[src/hdl/fra_pkg.sv]
// Shared types and constants for the fenced ring allocator.
// Depends on nothing; every other file but fra_ram imports it.
`default_nettype none

package fra_pkg;

   localparam int BASE_W      = 20;
   localparam int CAP_W       = 21;
   localparam int CNT_W       = 21;
   localparam int POS_W       = 21;
   localparam int FENCE_W     = 64;
   localparam int HC_W        = 32;
   localparam int KIND_W      = 2;
   localparam int STATUS_W    = 3;
   localparam int CSR_IDX_W   = 2;
   localparam int CSR_DATA_W  = 21;
   localparam int BIT_IDX_W   = 5;

   localparam int MARKER_DEPTH_DEF = 8;

   localparam logic [CAP_W-1:0] CAP_MAX   = CAP_W'(1048576);
   localparam logic [CAP_W-1:0] CAP_RESET = CAP_W'(1024);

   // request kinds
   localparam logic [KIND_W-1:0] KIND_ACQUIRE   = 2'd0;
   localparam logic [KIND_W-1:0] KIND_RECLAIM   = 2'd1;
   localparam logic [KIND_W-1:0] KIND_END_FRAME = 2'd2;

   // response status codes
   localparam logic [STATUS_W-1:0] STAT_OK        = 3'd0;
   localparam logic [STATUS_W-1:0] STAT_WAIT      = 3'd1;
   localparam logic [STATUS_W-1:0] STAT_TOO_LARGE = 3'd2;
   localparam logic [STATUS_W-1:0] STAT_QUEUE_FULL = 3'd3;
   localparam logic [STATUS_W-1:0] STAT_NO_MARKER = 3'd4;

   // CSR indexes
   localparam logic [CSR_IDX_W-1:0] CSR_RING_BASE     = 2'd0;
   localparam logic [CSR_IDX_W-1:0] CSR_RING_CAPACITY = 2'd1;

   typedef enum logic [3:0] {
      ST_IDLE,
      ST_PLACE,
      ST_REDUCE,
      ST_OVERRUN,
      ST_RECLAIM,
      ST_LOOKUP,
      ST_CHECK,
      ST_PUSH,
      ST_DONE
   } fra_state_type;

   typedef struct packed {
      logic                load;
      logic                rem_init;
      logic                rem_step;
      logic                place;
      logic                pop;
      logic                push;
      logic                set_wait;
      logic                set_status;
      logic [STATUS_W-1:0] status_code;
   } fra_cmd_type;

   typedef struct packed {
      logic [KIND_W-1:0] kind;
      logic              too_large;
      logic              pos_ge_cap;
      logic              rem_last;
      logic              over;
      logic              q_empty;
      logic              q_full;
      logic              fence_ok;
   } fra_stat_type;

endpackage

`default_nettype wire

[src/hdl/fra_ram.sv]
// Generic single-write, single-read RAM with registered read data.
// No dependencies.
`default_nettype none

module fra_ram #(
   parameter int WIDTH = 8,
   parameter int DEPTH = 8
) (
   input  wire logic                     clock,
   input  wire logic                     wr_en,
   input  wire logic [$clog2(DEPTH)-1:0] wr_addr,
   input  wire logic [WIDTH-1:0]         wr_data,
   input  wire logic [$clog2(DEPTH)-1:0] rd_addr,
   output logic      [WIDTH-1:0]         rd_data
);

   logic [WIDTH-1:0] mem_ff [DEPTH];

   always_ff @(posedge clock) begin
      if (wr_en) begin
         mem_ff[wr_addr] <= wr_data;
      end
      rd_data <= mem_ff[rd_addr];
   end

endmodule

`default_nettype wire

[src/hdl/fra_ctrl.sv]
// Sequencer for the fenced ring allocator: one request at a time.
// Depends on fra_pkg; drives fra_dp through fra_cmd_type.
`default_nettype none

module fra_ctrl
   import fra_pkg::*;
(
   input  wire logic              clock,
   input  wire logic              reset,
   input  wire logic              start,
   input  wire logic [KIND_W-1:0] req_kind,
   input  wire fra_stat_type      stat,
   output fra_cmd_type            cmd,
   output logic                   busy,
   output logic                   rsp_strobe
);

   fra_state_type state_ff, state_in;

   always_ff @(posedge clock) begin
      if (reset) begin
         state_ff <= ST_IDLE;
      end else begin
         state_ff <= state_in;
      end
   end

   always_comb begin
      state_in   = state_ff;
      cmd        = '0;
      rsp_strobe = 1'b0;
      case (state_ff)
         ST_IDLE: begin
            if (start) begin
               cmd.load = 1'b1;
               case (req_kind)
                  KIND_ACQUIRE:   state_in = ST_PLACE;
                  KIND_RECLAIM:   state_in = ST_RECLAIM;
                  KIND_END_FRAME: state_in = ST_PUSH;
                  default:        state_in = ST_DONE;
               endcase
            end
         end
         ST_PLACE: begin
            if (stat.too_large) begin
               cmd.set_status  = 1'b1;
               cmd.status_code = STAT_TOO_LARGE;
               state_in        = ST_DONE;
            end else if (stat.pos_ge_cap) begin
               cmd.rem_init = 1'b1;
               state_in     = ST_REDUCE;
            end else begin
               cmd.place = 1'b1;
               state_in  = ST_OVERRUN;
            end
         end
         ST_REDUCE: begin
            cmd.rem_step = 1'b1;
            if (stat.rem_last) begin
               state_in = ST_PLACE;
            end
         end
         ST_OVERRUN: begin
            if (!stat.over) begin
               state_in = ST_DONE;
            end else if (stat.q_empty) begin
               cmd.set_status  = 1'b1;
               cmd.status_code = STAT_NO_MARKER;
               state_in        = ST_DONE;
            end else begin
               state_in = ST_LOOKUP;
            end
         end
         ST_RECLAIM: begin
            if (stat.q_empty) begin
               state_in = ST_DONE;
            end else begin
               state_in = ST_LOOKUP;
            end
         end
         ST_LOOKUP: begin
            state_in = ST_CHECK;
         end
         ST_CHECK: begin
            if (stat.fence_ok) begin
               cmd.pop  = 1'b1;
               state_in = (stat.kind == KIND_ACQUIRE) ? ST_OVERRUN : ST_RECLAIM;
            end else begin
               cmd.set_wait = (stat.kind == KIND_ACQUIRE);
               state_in     = ST_DONE;
            end
         end
         ST_PUSH: begin
            if (stat.q_full) begin
               cmd.set_status  = 1'b1;
               cmd.status_code = STAT_QUEUE_FULL;
            end else begin
               cmd.push = 1'b1;
            end
            state_in = ST_DONE;
         end
         ST_DONE: begin
            rsp_strobe = 1'b1;
            state_in   = ST_IDLE;
         end
         default: begin
            state_in = ST_IDLE;
         end
      endcase
   end

   assign busy = (state_ff != ST_IDLE);

   a_accept_goes_busy: assert property (@(posedge clock) disable iff (reset)
      start && !busy |=> busy)
      else $error("accepted request did not raise busy");

   a_strobe_then_idle: assert property (@(posedge clock) disable iff (reset)
      rsp_strobe |=> !busy && !rsp_strobe)
      else $error("response strobe not followed by idle");

   a_pop_only_in_check: assert property (@(posedge clock) disable iff (reset)
      cmd.pop |-> state_ff == ST_CHECK && stat.fence_ok)
      else $error("marker retired outside a fence check");

endmodule

`default_nettype wire

[src/hdl/fra_dp.sv]
// Datapath: config registers, ring counters, modulo unit, marker queue.
// Depends on fra_pkg and fra_ram; commanded by fra_ctrl.
`default_nettype none

module fra_dp
   import fra_pkg::*;
#(
   parameter int MARKER_DEPTH = MARKER_DEPTH_DEF
) (
   input  wire logic                  clock,
   input  wire logic                  reset,
   input  wire logic                  csr_we,
   input  wire logic [CSR_IDX_W-1:0]  csr_index,
   input  wire logic [CSR_DATA_W-1:0] csr_data,
   input  wire logic [KIND_W-1:0]     req_kind,
   input  wire logic [CNT_W-1:0]      req_count,
   input  wire logic [FENCE_W-1:0]    req_completed_fence,
   input  wire fra_cmd_type           cmd,
   output fra_stat_type               stat,
   output logic [POS_W-1:0]           rsp_slot_offset,
   output logic [STATUS_W-1:0]        rsp_status,
   output logic [FENCE_W-1:0]         rsp_wait_fence,
   output logic [FENCE_W-1:0]         rsp_signal_fence
);

   localparam int PTR_W   = $clog2(MARKER_DEPTH);
   localparam int MCNT_W  = $clog2(MARKER_DEPTH + 1);
   localparam int ENTRY_W = HC_W + FENCE_W;
   localparam logic [PTR_W-1:0]  PTR_LAST  = PTR_W'(MARKER_DEPTH - 1);
   localparam logic [MCNT_W-1:0] MCNT_FULL = MCNT_W'(MARKER_DEPTH);

   // configuration; capacity is stored already clamped to 1..CAP_MAX
   logic [BASE_W-1:0] ring_base_ff;
   logic [CAP_W-1:0]  ring_cap_ff;

   // latched request
   logic [KIND_W-1:0]  kind_ff;
   logic [CNT_W-1:0]   count_ff;
   logic [FENCE_W-1:0] done_ff;

   // ring state
   logic [HC_W-1:0]    head_count_ff, tail_count_ff;
   logic [POS_W-1:0]   head_pos_ff;
   logic [FENCE_W-1:0] fence_ff;
   logic [PTR_W-1:0]   rd_ptr_ff, wr_ptr_ff;
   logic [MCNT_W-1:0]  mcount_ff;

   // modulo unit
   logic [POS_W-1:0]     rem_ff;
   logic [BIT_IDX_W-1:0] bit_idx_ff;

   // results
   logic [POS_W-1:0]    offset_ff;
   logic [STATUS_W-1:0] status_ff;
   logic [FENCE_W-1:0]  wait_ff, signal_ff;

   logic [ENTRY_W-1:0] rd_entry, wr_entry;
   logic [HC_W-1:0]    rd_head;
   logic [FENCE_W-1:0] rd_fence, fence_in;

   logic [CAP_W-1:0] cap_in;
   logic [POS_W:0]   rem_shift, rem_sub;
   logic [POS_W-1:0] rem_in;
   logic [POS_W:0]   sum, npos, adv;
   logic             wrap;
   logic [POS_W-1:0] run_start, head_pos_in;
   logic [HC_W-1:0]  outstanding;

   fra_ram #(
      .WIDTH (ENTRY_W),
      .DEPTH (MARKER_DEPTH)
   ) u_marker_ram (
      .clock   (clock),
      .wr_en   (cmd.push),
      .wr_addr (wr_ptr_ff),
      .wr_data (wr_entry),
      .rd_addr (rd_ptr_ff),
      .rd_data (rd_entry)
   );

   assign rd_head  = rd_entry[ENTRY_W-1:FENCE_W];
   assign rd_fence = rd_entry[FENCE_W-1:0];
   assign fence_in = fence_ff + FENCE_W'(1);
   assign wr_entry = {head_count_ff, fence_in};

   always_comb begin
      if (csr_data == '0) begin
         cap_in = CAP_W'(1);
      end else if (csr_data > CAP_MAX) begin
         cap_in = CAP_MAX;
      end else begin
         cap_in = csr_data;
      end
   end

   // one restoring remainder step per cycle, MSB first
   assign rem_shift = {rem_ff, head_pos_ff[bit_idx_ff]};
   assign rem_sub   = rem_shift - {1'b0, ring_cap_ff};
   assign rem_in    = (rem_shift >= {1'b0, ring_cap_ff}) ? rem_sub[POS_W-1:0]
                                                         : rem_shift[POS_W-1:0];

   // run placement; head_pos_ff is below capacity here
   assign sum       = {1'b0, head_pos_ff} + {1'b0, count_ff};
   assign wrap      = sum > {1'b0, ring_cap_ff};
   assign run_start = wrap ? '0 : head_pos_ff;
   assign npos      = wrap ? {1'b0, count_ff} : sum;
   assign adv       = wrap ? ({1'b0, ring_cap_ff} - {1'b0, head_pos_ff} + {1'b0, count_ff})
                           : {1'b0, count_ff};
   assign head_pos_in = (npos >= {1'b0, ring_cap_ff}) ? '0 : npos[POS_W-1:0];

   assign outstanding = head_count_ff - tail_count_ff;

   always_comb begin
      stat            = '0;
      stat.kind       = kind_ff;
      stat.too_large  = count_ff > ring_cap_ff;
      stat.pos_ge_cap = head_pos_ff >= ring_cap_ff;
      stat.rem_last   = (bit_idx_ff == '0);
      stat.over       = outstanding > HC_W'(ring_cap_ff);
      stat.q_empty    = (mcount_ff == '0);
      stat.q_full     = (mcount_ff >= MCNT_FULL);
      stat.fence_ok   = rd_fence <= done_ff;
   end

   always_ff @(posedge clock) begin
      if (reset) begin
         ring_base_ff  <= '0;
         ring_cap_ff   <= CAP_RESET;
         head_count_ff <= '0;
         tail_count_ff <= '0;
         head_pos_ff   <= '0;
         fence_ff      <= '0;
         rd_ptr_ff     <= '0;
         wr_ptr_ff     <= '0;
         mcount_ff     <= '0;
      end else begin
         if (csr_we && csr_index == CSR_RING_BASE) begin
            ring_base_ff <= csr_data[BASE_W-1:0];
         end
         if (csr_we && csr_index == CSR_RING_CAPACITY) begin
            ring_cap_ff <= cap_in;
         end
         if (cmd.rem_step && stat.rem_last) begin
            head_pos_ff <= rem_in;
         end
         if (cmd.place) begin
            head_count_ff <= head_count_ff + HC_W'(adv);
            head_pos_ff   <= head_pos_in;
         end
         if (cmd.pop) begin
            tail_count_ff <= rd_head;
            rd_ptr_ff     <= (rd_ptr_ff == PTR_LAST) ? '0 : rd_ptr_ff + PTR_W'(1);
            mcount_ff     <= mcount_ff - MCNT_W'(1);
         end
         if (cmd.push) begin
            fence_ff  <= fence_in;
            wr_ptr_ff <= (wr_ptr_ff == PTR_LAST) ? '0 : wr_ptr_ff + PTR_W'(1);
            mcount_ff <= mcount_ff + MCNT_W'(1);
         end
      end
   end

   // payload registers, no reset needed
   always_ff @(posedge clock) begin
      if (cmd.load) begin
         kind_ff   <= req_kind;
         count_ff  <= req_count;
         done_ff   <= req_completed_fence;
         offset_ff <= '0;
         status_ff <= STAT_OK;
         wait_ff   <= '0;
         signal_ff <= '0;
      end
      if (cmd.rem_init) begin
         rem_ff     <= '0;
         bit_idx_ff <= BIT_IDX_W'(POS_W - 1);
      end
      if (cmd.rem_step) begin
         rem_ff     <= rem_in;
         bit_idx_ff <= bit_idx_ff - BIT_IDX_W'(1);
      end
      if (cmd.place) begin
         offset_ff <= POS_W'({1'b0, ring_base_ff}) + run_start;
      end
      if (cmd.set_status) begin
         status_ff <= cmd.status_code;
      end
      if (cmd.set_wait) begin
         status_ff <= STAT_WAIT;
         wait_ff   <= rd_fence;
      end
      if (cmd.push) begin
         signal_ff <= fence_in;
      end
   end

   assign rsp_slot_offset  = offset_ff;
   assign rsp_status       = status_ff;
   assign rsp_wait_fence   = wait_ff;
   assign rsp_signal_fence = signal_ff;

   a_count_bound: assert property (@(posedge clock) disable iff (reset)
      mcount_ff <= MCNT_FULL)
      else $error("marker count above queue depth");

   a_no_pop_empty: assert property (@(posedge clock) disable iff (reset)
      cmd.pop |-> !stat.q_empty)
      else $error("retire from empty marker queue");

   a_no_push_full: assert property (@(posedge clock) disable iff (reset)
      cmd.push |-> !stat.q_full)
      else $error("push into full marker queue");

   a_pos_in_ring: assert property (@(posedge clock) disable iff (reset)
      cmd.place |=> head_pos_ff < ring_cap_ff)
      else $error("head position left the ring after placement");

endmodule

`default_nettype wire

[src/hdl/fenced_ring_allocator.sv]
// Top level of the fenced ring allocator: controller plus datapath.
// Depends on fra_pkg, fra_ctrl, fra_dp (which holds fra_ram).
//
//  channel   ports                                   handshake
//  --------  --------------------------------------  -------------------------------
//  request   req_kind, req_count, req_completed_fence start & !busy accepts
//  response  rsp_slot_offset, rsp_status,             rsp_strobe, one cycle, no stall
//            rsp_wait_fence, rsp_signal_fence
//  csr       csr_index, csr_data                      csr_valid & csr_ready (always 1)
//
// One transaction at a time: busy from acceptance to the response strobe.
// A plain acquire places the run and checks for overrun; a too-large acquire, end of frame,
// empty reclaim and unknown kind end without that. Reclaim looks up and checks markers in turn,
// retiring each whose fence is done, until the queue is empty or a pending fence ends the scan.
// On overrun an acquire retires markers the same way until it ends, a fence is pending or none is left
// (the marker RAM read is registered, so each fence check is preceded by a lookup state).
// An acquire whose head position is not below the current capacity first runs a bit-serial
// remainder; this only follows a capacity change.
// Reset is synchronous; the marker RAM is not cleared, the queue starts empty.
// The response cannot be stalled: it is valid only in the strobe cycle.
`default_nettype none

module fenced_ring_allocator
   import fra_pkg::*;
#(
   parameter int MARKER_DEPTH = MARKER_DEPTH_DEF
) (
   input  wire logic                  clock,
   input  wire logic                  reset,

   // request
   input  wire logic                  start,
   output logic                       busy,
   input  wire logic [KIND_W-1:0]     req_kind,
   input  wire logic [CNT_W-1:0]      req_count,
   input  wire logic [FENCE_W-1:0]    req_completed_fence,

   // response
   output logic                       rsp_strobe,
   output logic [POS_W-1:0]           rsp_slot_offset,
   output logic [STATUS_W-1:0]        rsp_status,
   output logic [FENCE_W-1:0]         rsp_wait_fence,
   output logic [FENCE_W-1:0]         rsp_signal_fence,

   // configuration
   input  wire logic                  csr_valid,
   output logic                       csr_ready,
   input  wire logic [CSR_IDX_W-1:0]  csr_index,
   input  wire logic [CSR_DATA_W-1:0] csr_data
);

   fra_cmd_type  cmd;
   fra_stat_type stat;

   // config writes are taken as they come, so the port never pushes back
   assign csr_ready = 1'b1;

   fra_ctrl u_ctrl (
      .clock      (clock),
      .reset      (reset),
      .start      (start),
      .req_kind   (req_kind),
      .stat       (stat),
      .cmd        (cmd),
      .busy       (busy),
      .rsp_strobe (rsp_strobe)
   );

   fra_dp #(
      .MARKER_DEPTH (MARKER_DEPTH)
   ) u_dp (
      .clock               (clock),
      .reset               (reset),
      .csr_we              (csr_valid & csr_ready),
      .csr_index           (csr_index),
      .csr_data            (csr_data),
      .req_kind            (req_kind),
      .req_count           (req_count),
      .req_completed_fence (req_completed_fence),
      .cmd                 (cmd),
      .stat                (stat),
      .rsp_slot_offset     (rsp_slot_offset),
      .rsp_status          (rsp_status),
      .rsp_wait_fence      (rsp_wait_fence),
      .rsp_signal_fence    (rsp_signal_fence)
   );

endmodule

`default_nettype wire

[config.mk]
export PLATFORM = sky130hd
export DESIGN_NAME = fenced_ring_allocator
export DESIGN_NICKNAME = d
export VERILOG_FILES = /design/src/hdl/fra_pkg.sv /design/src/hdl/fra_ram.sv /design/src/hdl/fra_ctrl.sv /design/src/hdl/fra_dp.sv /design/src/hdl/fenced_ring_allocator.sv
export SDC_FILE = /design/constraint.sdc
export NUM_CORES = 2
export LEC_CHECK = 0
export BUFFER_PORTS_ARGS = -buffer_cell sky130_fd_sc_hd__clkbuf_2
export CELL_PAD_IN_SITES_DETAIL_PLACEMENT = 1
export CELL_PAD_IN_SITES_GLOBAL_PLACEMENT = 1
export CORE_MARGIN = 5
export CORE_UTILIZATION = 52
export CTS_CLUSTER_SIZE = 12
export DETAILED_ROUTE_END_ITERATION = 10
export PLACE_DENSITY_LB_ADDON = 0.15
export SLEW_MARGIN = 20
export SYNTH_ARGS = -nofsm -noshare
export SYNTH_HDL_FRONTEND = slang
export SYNTH_HIERARCHICAL = 1
export SYNTH_SLANG_ARGS = --single-unit
[constraint.sdc]
create_clock -name clock -period 11.44 [get_ports clock]
set_input_delay 0 -clock clock [delete_from_list [all_inputs] [get_ports clock]]
set_output_delay 0 -clock clock [all_outputs]
set_load 0.1 [all_outputs]
==> run metrics <==
instance count of the mapped netlist=4490; Root Driver=sky130_fd_sc_hd__clkbuf_16; area taken by multi-input logic gates=23100 um2; overall routing resource usage=0.271; area fraction of the dominant cell type after synthesis=0.501; Worst Setup End Kind=flop; largest net degree at the start of global routing=120; leak pwr=26.5 nW; sequential share of the synthesized area=0.599; via count of the first global-routing pass=42600; summed area of non-filler cells in the final layout=71600 um2; pwr dens=177 nW/um2; DRT antenna net count=0; post-route clock period utilization=0.698; most used flip-flop cell after synthesis=sky130_fd_sc_hd__edfxtp_1; most frequent cells after synthesis=sky130_fd_sc_hd__edfxtp_1, sky130_fd_sc_hd__ha_1, sky130_fd_sc_hd__nor2_1, sky130_fd_sc_hd__dfxtp_1, sky130_fd_sc_hd__inv_1; warning count from the yosys run=6; Pins Over Slew Limit=0; WL per Instance=25.6 um; total negative slack for setup checks=0 ps; gp weighted congestion=0.911; result of the run=finished clean; Residual DRC=0; flip-flop and latch count after synthesis=1333; final worst hold slack=62.2 ps; Tightest Pin Transition=1150 ps; Via Count=39600; kind of cell adding the most delay to the critical path=compound AO/OA/AOI/OAI gates; fraction of layout instances using a drive strength above 1=0.174; launch instance of the worst register-to-register path=u_dp/count_ff[1]; post_cts resized=0; Bufs and invs on worst path=1; area of the die=126000 um2; required time at the endpoint of the critical path=12170 ps; post-synthesis cell type with the largest combined area=sky130_fd_sc_hd__edfxtp_1; EDFF count, synth=1030; Reg clk slew, reported paths=60 ps; Chip Height=355 um; Layout area overhead=15.9%; top-count cell post-synth=sky130_fd_sc_hd__edfxtp_1; most frequent CP cell=sky130_fd_sc_hd__ha_1; remaining max-slew budget at the tightest pin=0.227; number of cells on the worst reg-to-reg path=23; top post-synthesis cells by area=sky130_fd_sc_hd__edfxtp_1, sky130_fd_sc_hd__dfxtp_1, sky130_fd_sc_hd__mux4_2; cell with the largest stage delay on the worst path=sky130_fd_sc_hd__nand2_1; Max stage delay on crit path=640 ps; register area=37000 um2; setup fix buffers added after clock tree synthesis=0; GRT Residual Overflow=0; Register-to-Register Setup Slack=3450 ps; category of the critical setup timing path=flop to flop; clock period minus worst slack=7990 ps; DIE WIDTH=355 um; clock tree from TritonCTS=built; Worst IR Drop VDD=0.000162 V; Critical Path, Cell by Cell=ha_1 -> a211oi_1 -> o211ai_1 -> a21o_1 -> o21ai_0 -> xnor2_1 -> ha_1 -> a2111oi_0 -> o21ai_0 -> a21oi_1 -> o211ai_1 -> a21oi_1 -> o31a_2 -> buf_4 -> mux2_2 -> ha_1 -> and3_1 -> a2111o_1 -> or4_1 -> nand2_1 -> nor2b_1 -> and2_1 -> a211o_1; final number of setup-violating endpoints=0; Final Hold Vio Count=0; post-detailed-routing wire length=171 mm; mean post-synth cell area=13.8 um2; last element of the critical path=u_dp/head_pos_ff[16]; number of buffers inserted during clock tree synthesis=144; num ports=269; critical register-to-register path endpoint=u_dp/head_pos_ff[16]; placed wire-length estimate=108 mm; input/output buffers=267; row count=126; total stage count of the critical path=23; RSZ-0062 raised after global routing=false; post-synthesis instance area=61700 um2; Clock Sinks=1333; post-detailed-placement cell area=64600 um2; data arrival at the endpoint of the critical path=8720 ps; number of antenna violations at the first check in global routing=3; clock buffer depth=3; net count of the finished layout=5466; clk_lat worst skew=800 ps; Starting DRT DRC Count=2828; fillcell total=11300; Power, Total=12.6 mW; Synthesized Nets=4949; Min-Delay Path Class=input pin to flop; Starting Density=0.524; wire length of the first global-routing pass=261 mm; launch point of the critical path=u_dp/count_ff[1]; f_max=125 MHz; area inside the core boundary=118000 um2; Final Skew=45.6 ps; number of distinct library cells after synthesis=91; number of detailed-routing iterations run before antenna repair=5; CP startpoint kind=flop; share of the core filled with cells=0.607; per-cell via count in the routed design=5.95; crit-path max FO=56; number of H-tree levels=4; share of synthesized registers carrying an async set or reset=0; total of max-cap violations=0
-- cells by family (layout without fill, tap and decap cells) --
family / count (synthesis) / after routing / synth area share
flip-flops: 1333 / 1333 / 0.599
AND/OR/NAND/NOR: 1101 / 1101 / 0.0915
AO/OA/AOI/OAI: 704 / 704 / 0.0730
buffers and inverters: 406 / 1045 / 0.0281
multiplexers: 378 / 378 / 0.103
adder cells (fa/ha/maj): 346 / 346 / 0.0734
XOR/XNOR: 221 / 221 / 0.0315
other: 1 / 4 / 0.0000607
-- layout by cell type (no fill, tap or decap), types with 23 or more instances in the layout --
master	instances
sky130_fd_sc_hd__dfxtp_1	300
sky130_fd_sc_hd__clkbuf_16	144
sky130_fd_sc_hd__a211oi_1	40
sky130_fd_sc_hd__buf_4	44
sky130_fd_sc_hd__dlygate4sd3_1	228
sky130_fd_sc_hd__xnor2_1	108
sky130_fd_sc_hd__ha_1	318
sky130_fd_sc_hd__nand3_1	90
sky130_fd_sc_hd__fa_1	27
sky130_fd_sc_hd__nor3_1	47
sky130_fd_sc_hd__o21ai_0	129
sky130_fd_sc_hd__a31oi_1	23
sky130_fd_sc_hd__inv_1	233
sky130_fd_sc_hd__a21o_1	91
sky130_fd_sc_hd__xor2_1	112
sky130_fd_sc_hd__and3_1	32
sky130_fd_sc_hd__nand2b_1	39
sky130_fd_sc_hd__clkbuf_2	266
sky130_fd_sc_hd__mux4_2	196
sky130_fd_sc_hd__and2_1	161
sky130_fd_sc_hd__clkbuf_1	62
sky130_fd_sc_hd__o21a_1	29
sky130_fd_sc_hd__edfxtp_1	1030
sky130_fd_sc_hd__nand2_1	200
sky130_fd_sc_hd__nor2b_1	29
sky130_fd_sc_hd__mux2_2	119
sky130_fd_sc_hd__or3_1	29
sky130_fd_sc_hd__mux2i_1	63
sky130_fd_sc_hd__a21oi_1	231
sky130_fd_sc_hd__nand4_1	63
sky130_fd_sc_hd__nor2_1	309
-- metal layers --
metal | GRT usage | vias to the layer above | wire (um) | part of all wire
met5 | 0 | - | 0 | 0
met4 | 0.0790 | 0 | 4580 | 0.027
met3 | 0.0392 | 269 | 8400 | 0.049
met2 | 0.476 | 1054 | 86700 | 0.51
met1 | 0.351 | 20500 | 71000 | 0.42
li1 | - | 17900 | - | -
-- worst min-delay path: cells and delay by family --
family | cells | cell delay (ps)
buffers and inverters | 2 | 680
and+or+nand+nor | 1 | 80
AOI/OAI and AO/OA | 1 | 70
-- sequential cells by signal, indices dropped and copies added, names as in the netlist, 4 cells and up --
name	cells
u_dp/head_pos_ff	21
u_dp/rsp_signal_fence	64
u_dp/u_marker_ram/rd_data	96
u_dp/rem_ff	21
u_dp/mcount_ff	4
u_dp/ring_base_ff	20
u_dp/head_count_ff	32
u_dp/ring_cap_ff	21
u_ctrl/state_ff	4
u_dp/rsp_slot_offset	21
u_dp/rsp_wait_fence	64
u_dp/bit_idx_ff	5
u_dp/count_ff	21
u_dp/u_marker_ram/mem_ff	768
u_dp/fence_ff	64
u_dp/tail_count_ff	32
u_dp/done_ff	64
-- per-stage QoR --
step / setup slack (ps) / cells
after floorplan: 3230 / 4490
after global placement: 3690 / 6168
after detailed placement: 3560 / 6169
after CTS: 3520 / 6665
after global routing: 2830 / 6667
final: 3450 / 6668
-- how the worst min path moves through the flow --
stage / end / cells after the start / slack, ps / startpoint
floorplan: u_dp/count_ff[0] / 0 / 100 / req_count[0]
global placement: u_dp/done_ff[18] / 1 / 180 / req_completed_fence[18]
detailed placement: u_dp/done_ff[30] / 1 / 180 / req_completed_fence[30]
CTS: u_dp/ring_cap_ff[12] / 4 / 0.5 / csr_data[12]
global route: u_dp/count_ff[15] / 2 / 30 / req_count[15]
finish: u_dp/ring_cap_ff[12] / 4 / 60 / csr_data[12]
-- where the power goes --
group | total [mW] | switching [mW] | internal, mW | leakage, nW
Clock | 4.56 | 1.98 | 2.58 | 2.23
Combinational | 2.61 | 1.79 | 0.823 | 12.2
Sequential | 5.47 | 0.106 | 5.37 | 12.1
Total | 12.6 | 3.87 | 8.77 | 26.5
-- cell type report --
| cell class | count | share of cell area |
|---|---|---|
| flip-flops and latches | 1333 | 0.517 |
| multi-input cells | 2751 | 0.323 |
| clock buffers | 227 | 0.0577 |
| repair buffers | 541 | 0.0557 |
| well taps | 1536 | 0.0269 |
| inverters | 236 | 0.0124 |
| clock inverters | 41 | 0.00727 |
| diodes | 3 | 0.000105 |
-- what timing repair did --
item                                    CTS  global route
hold buffers                            228             0
endpoints found under the setup margin    0             0
hold endpoints to repair                189             0
No activity file was read; power rests on OpenSTA's default activity.
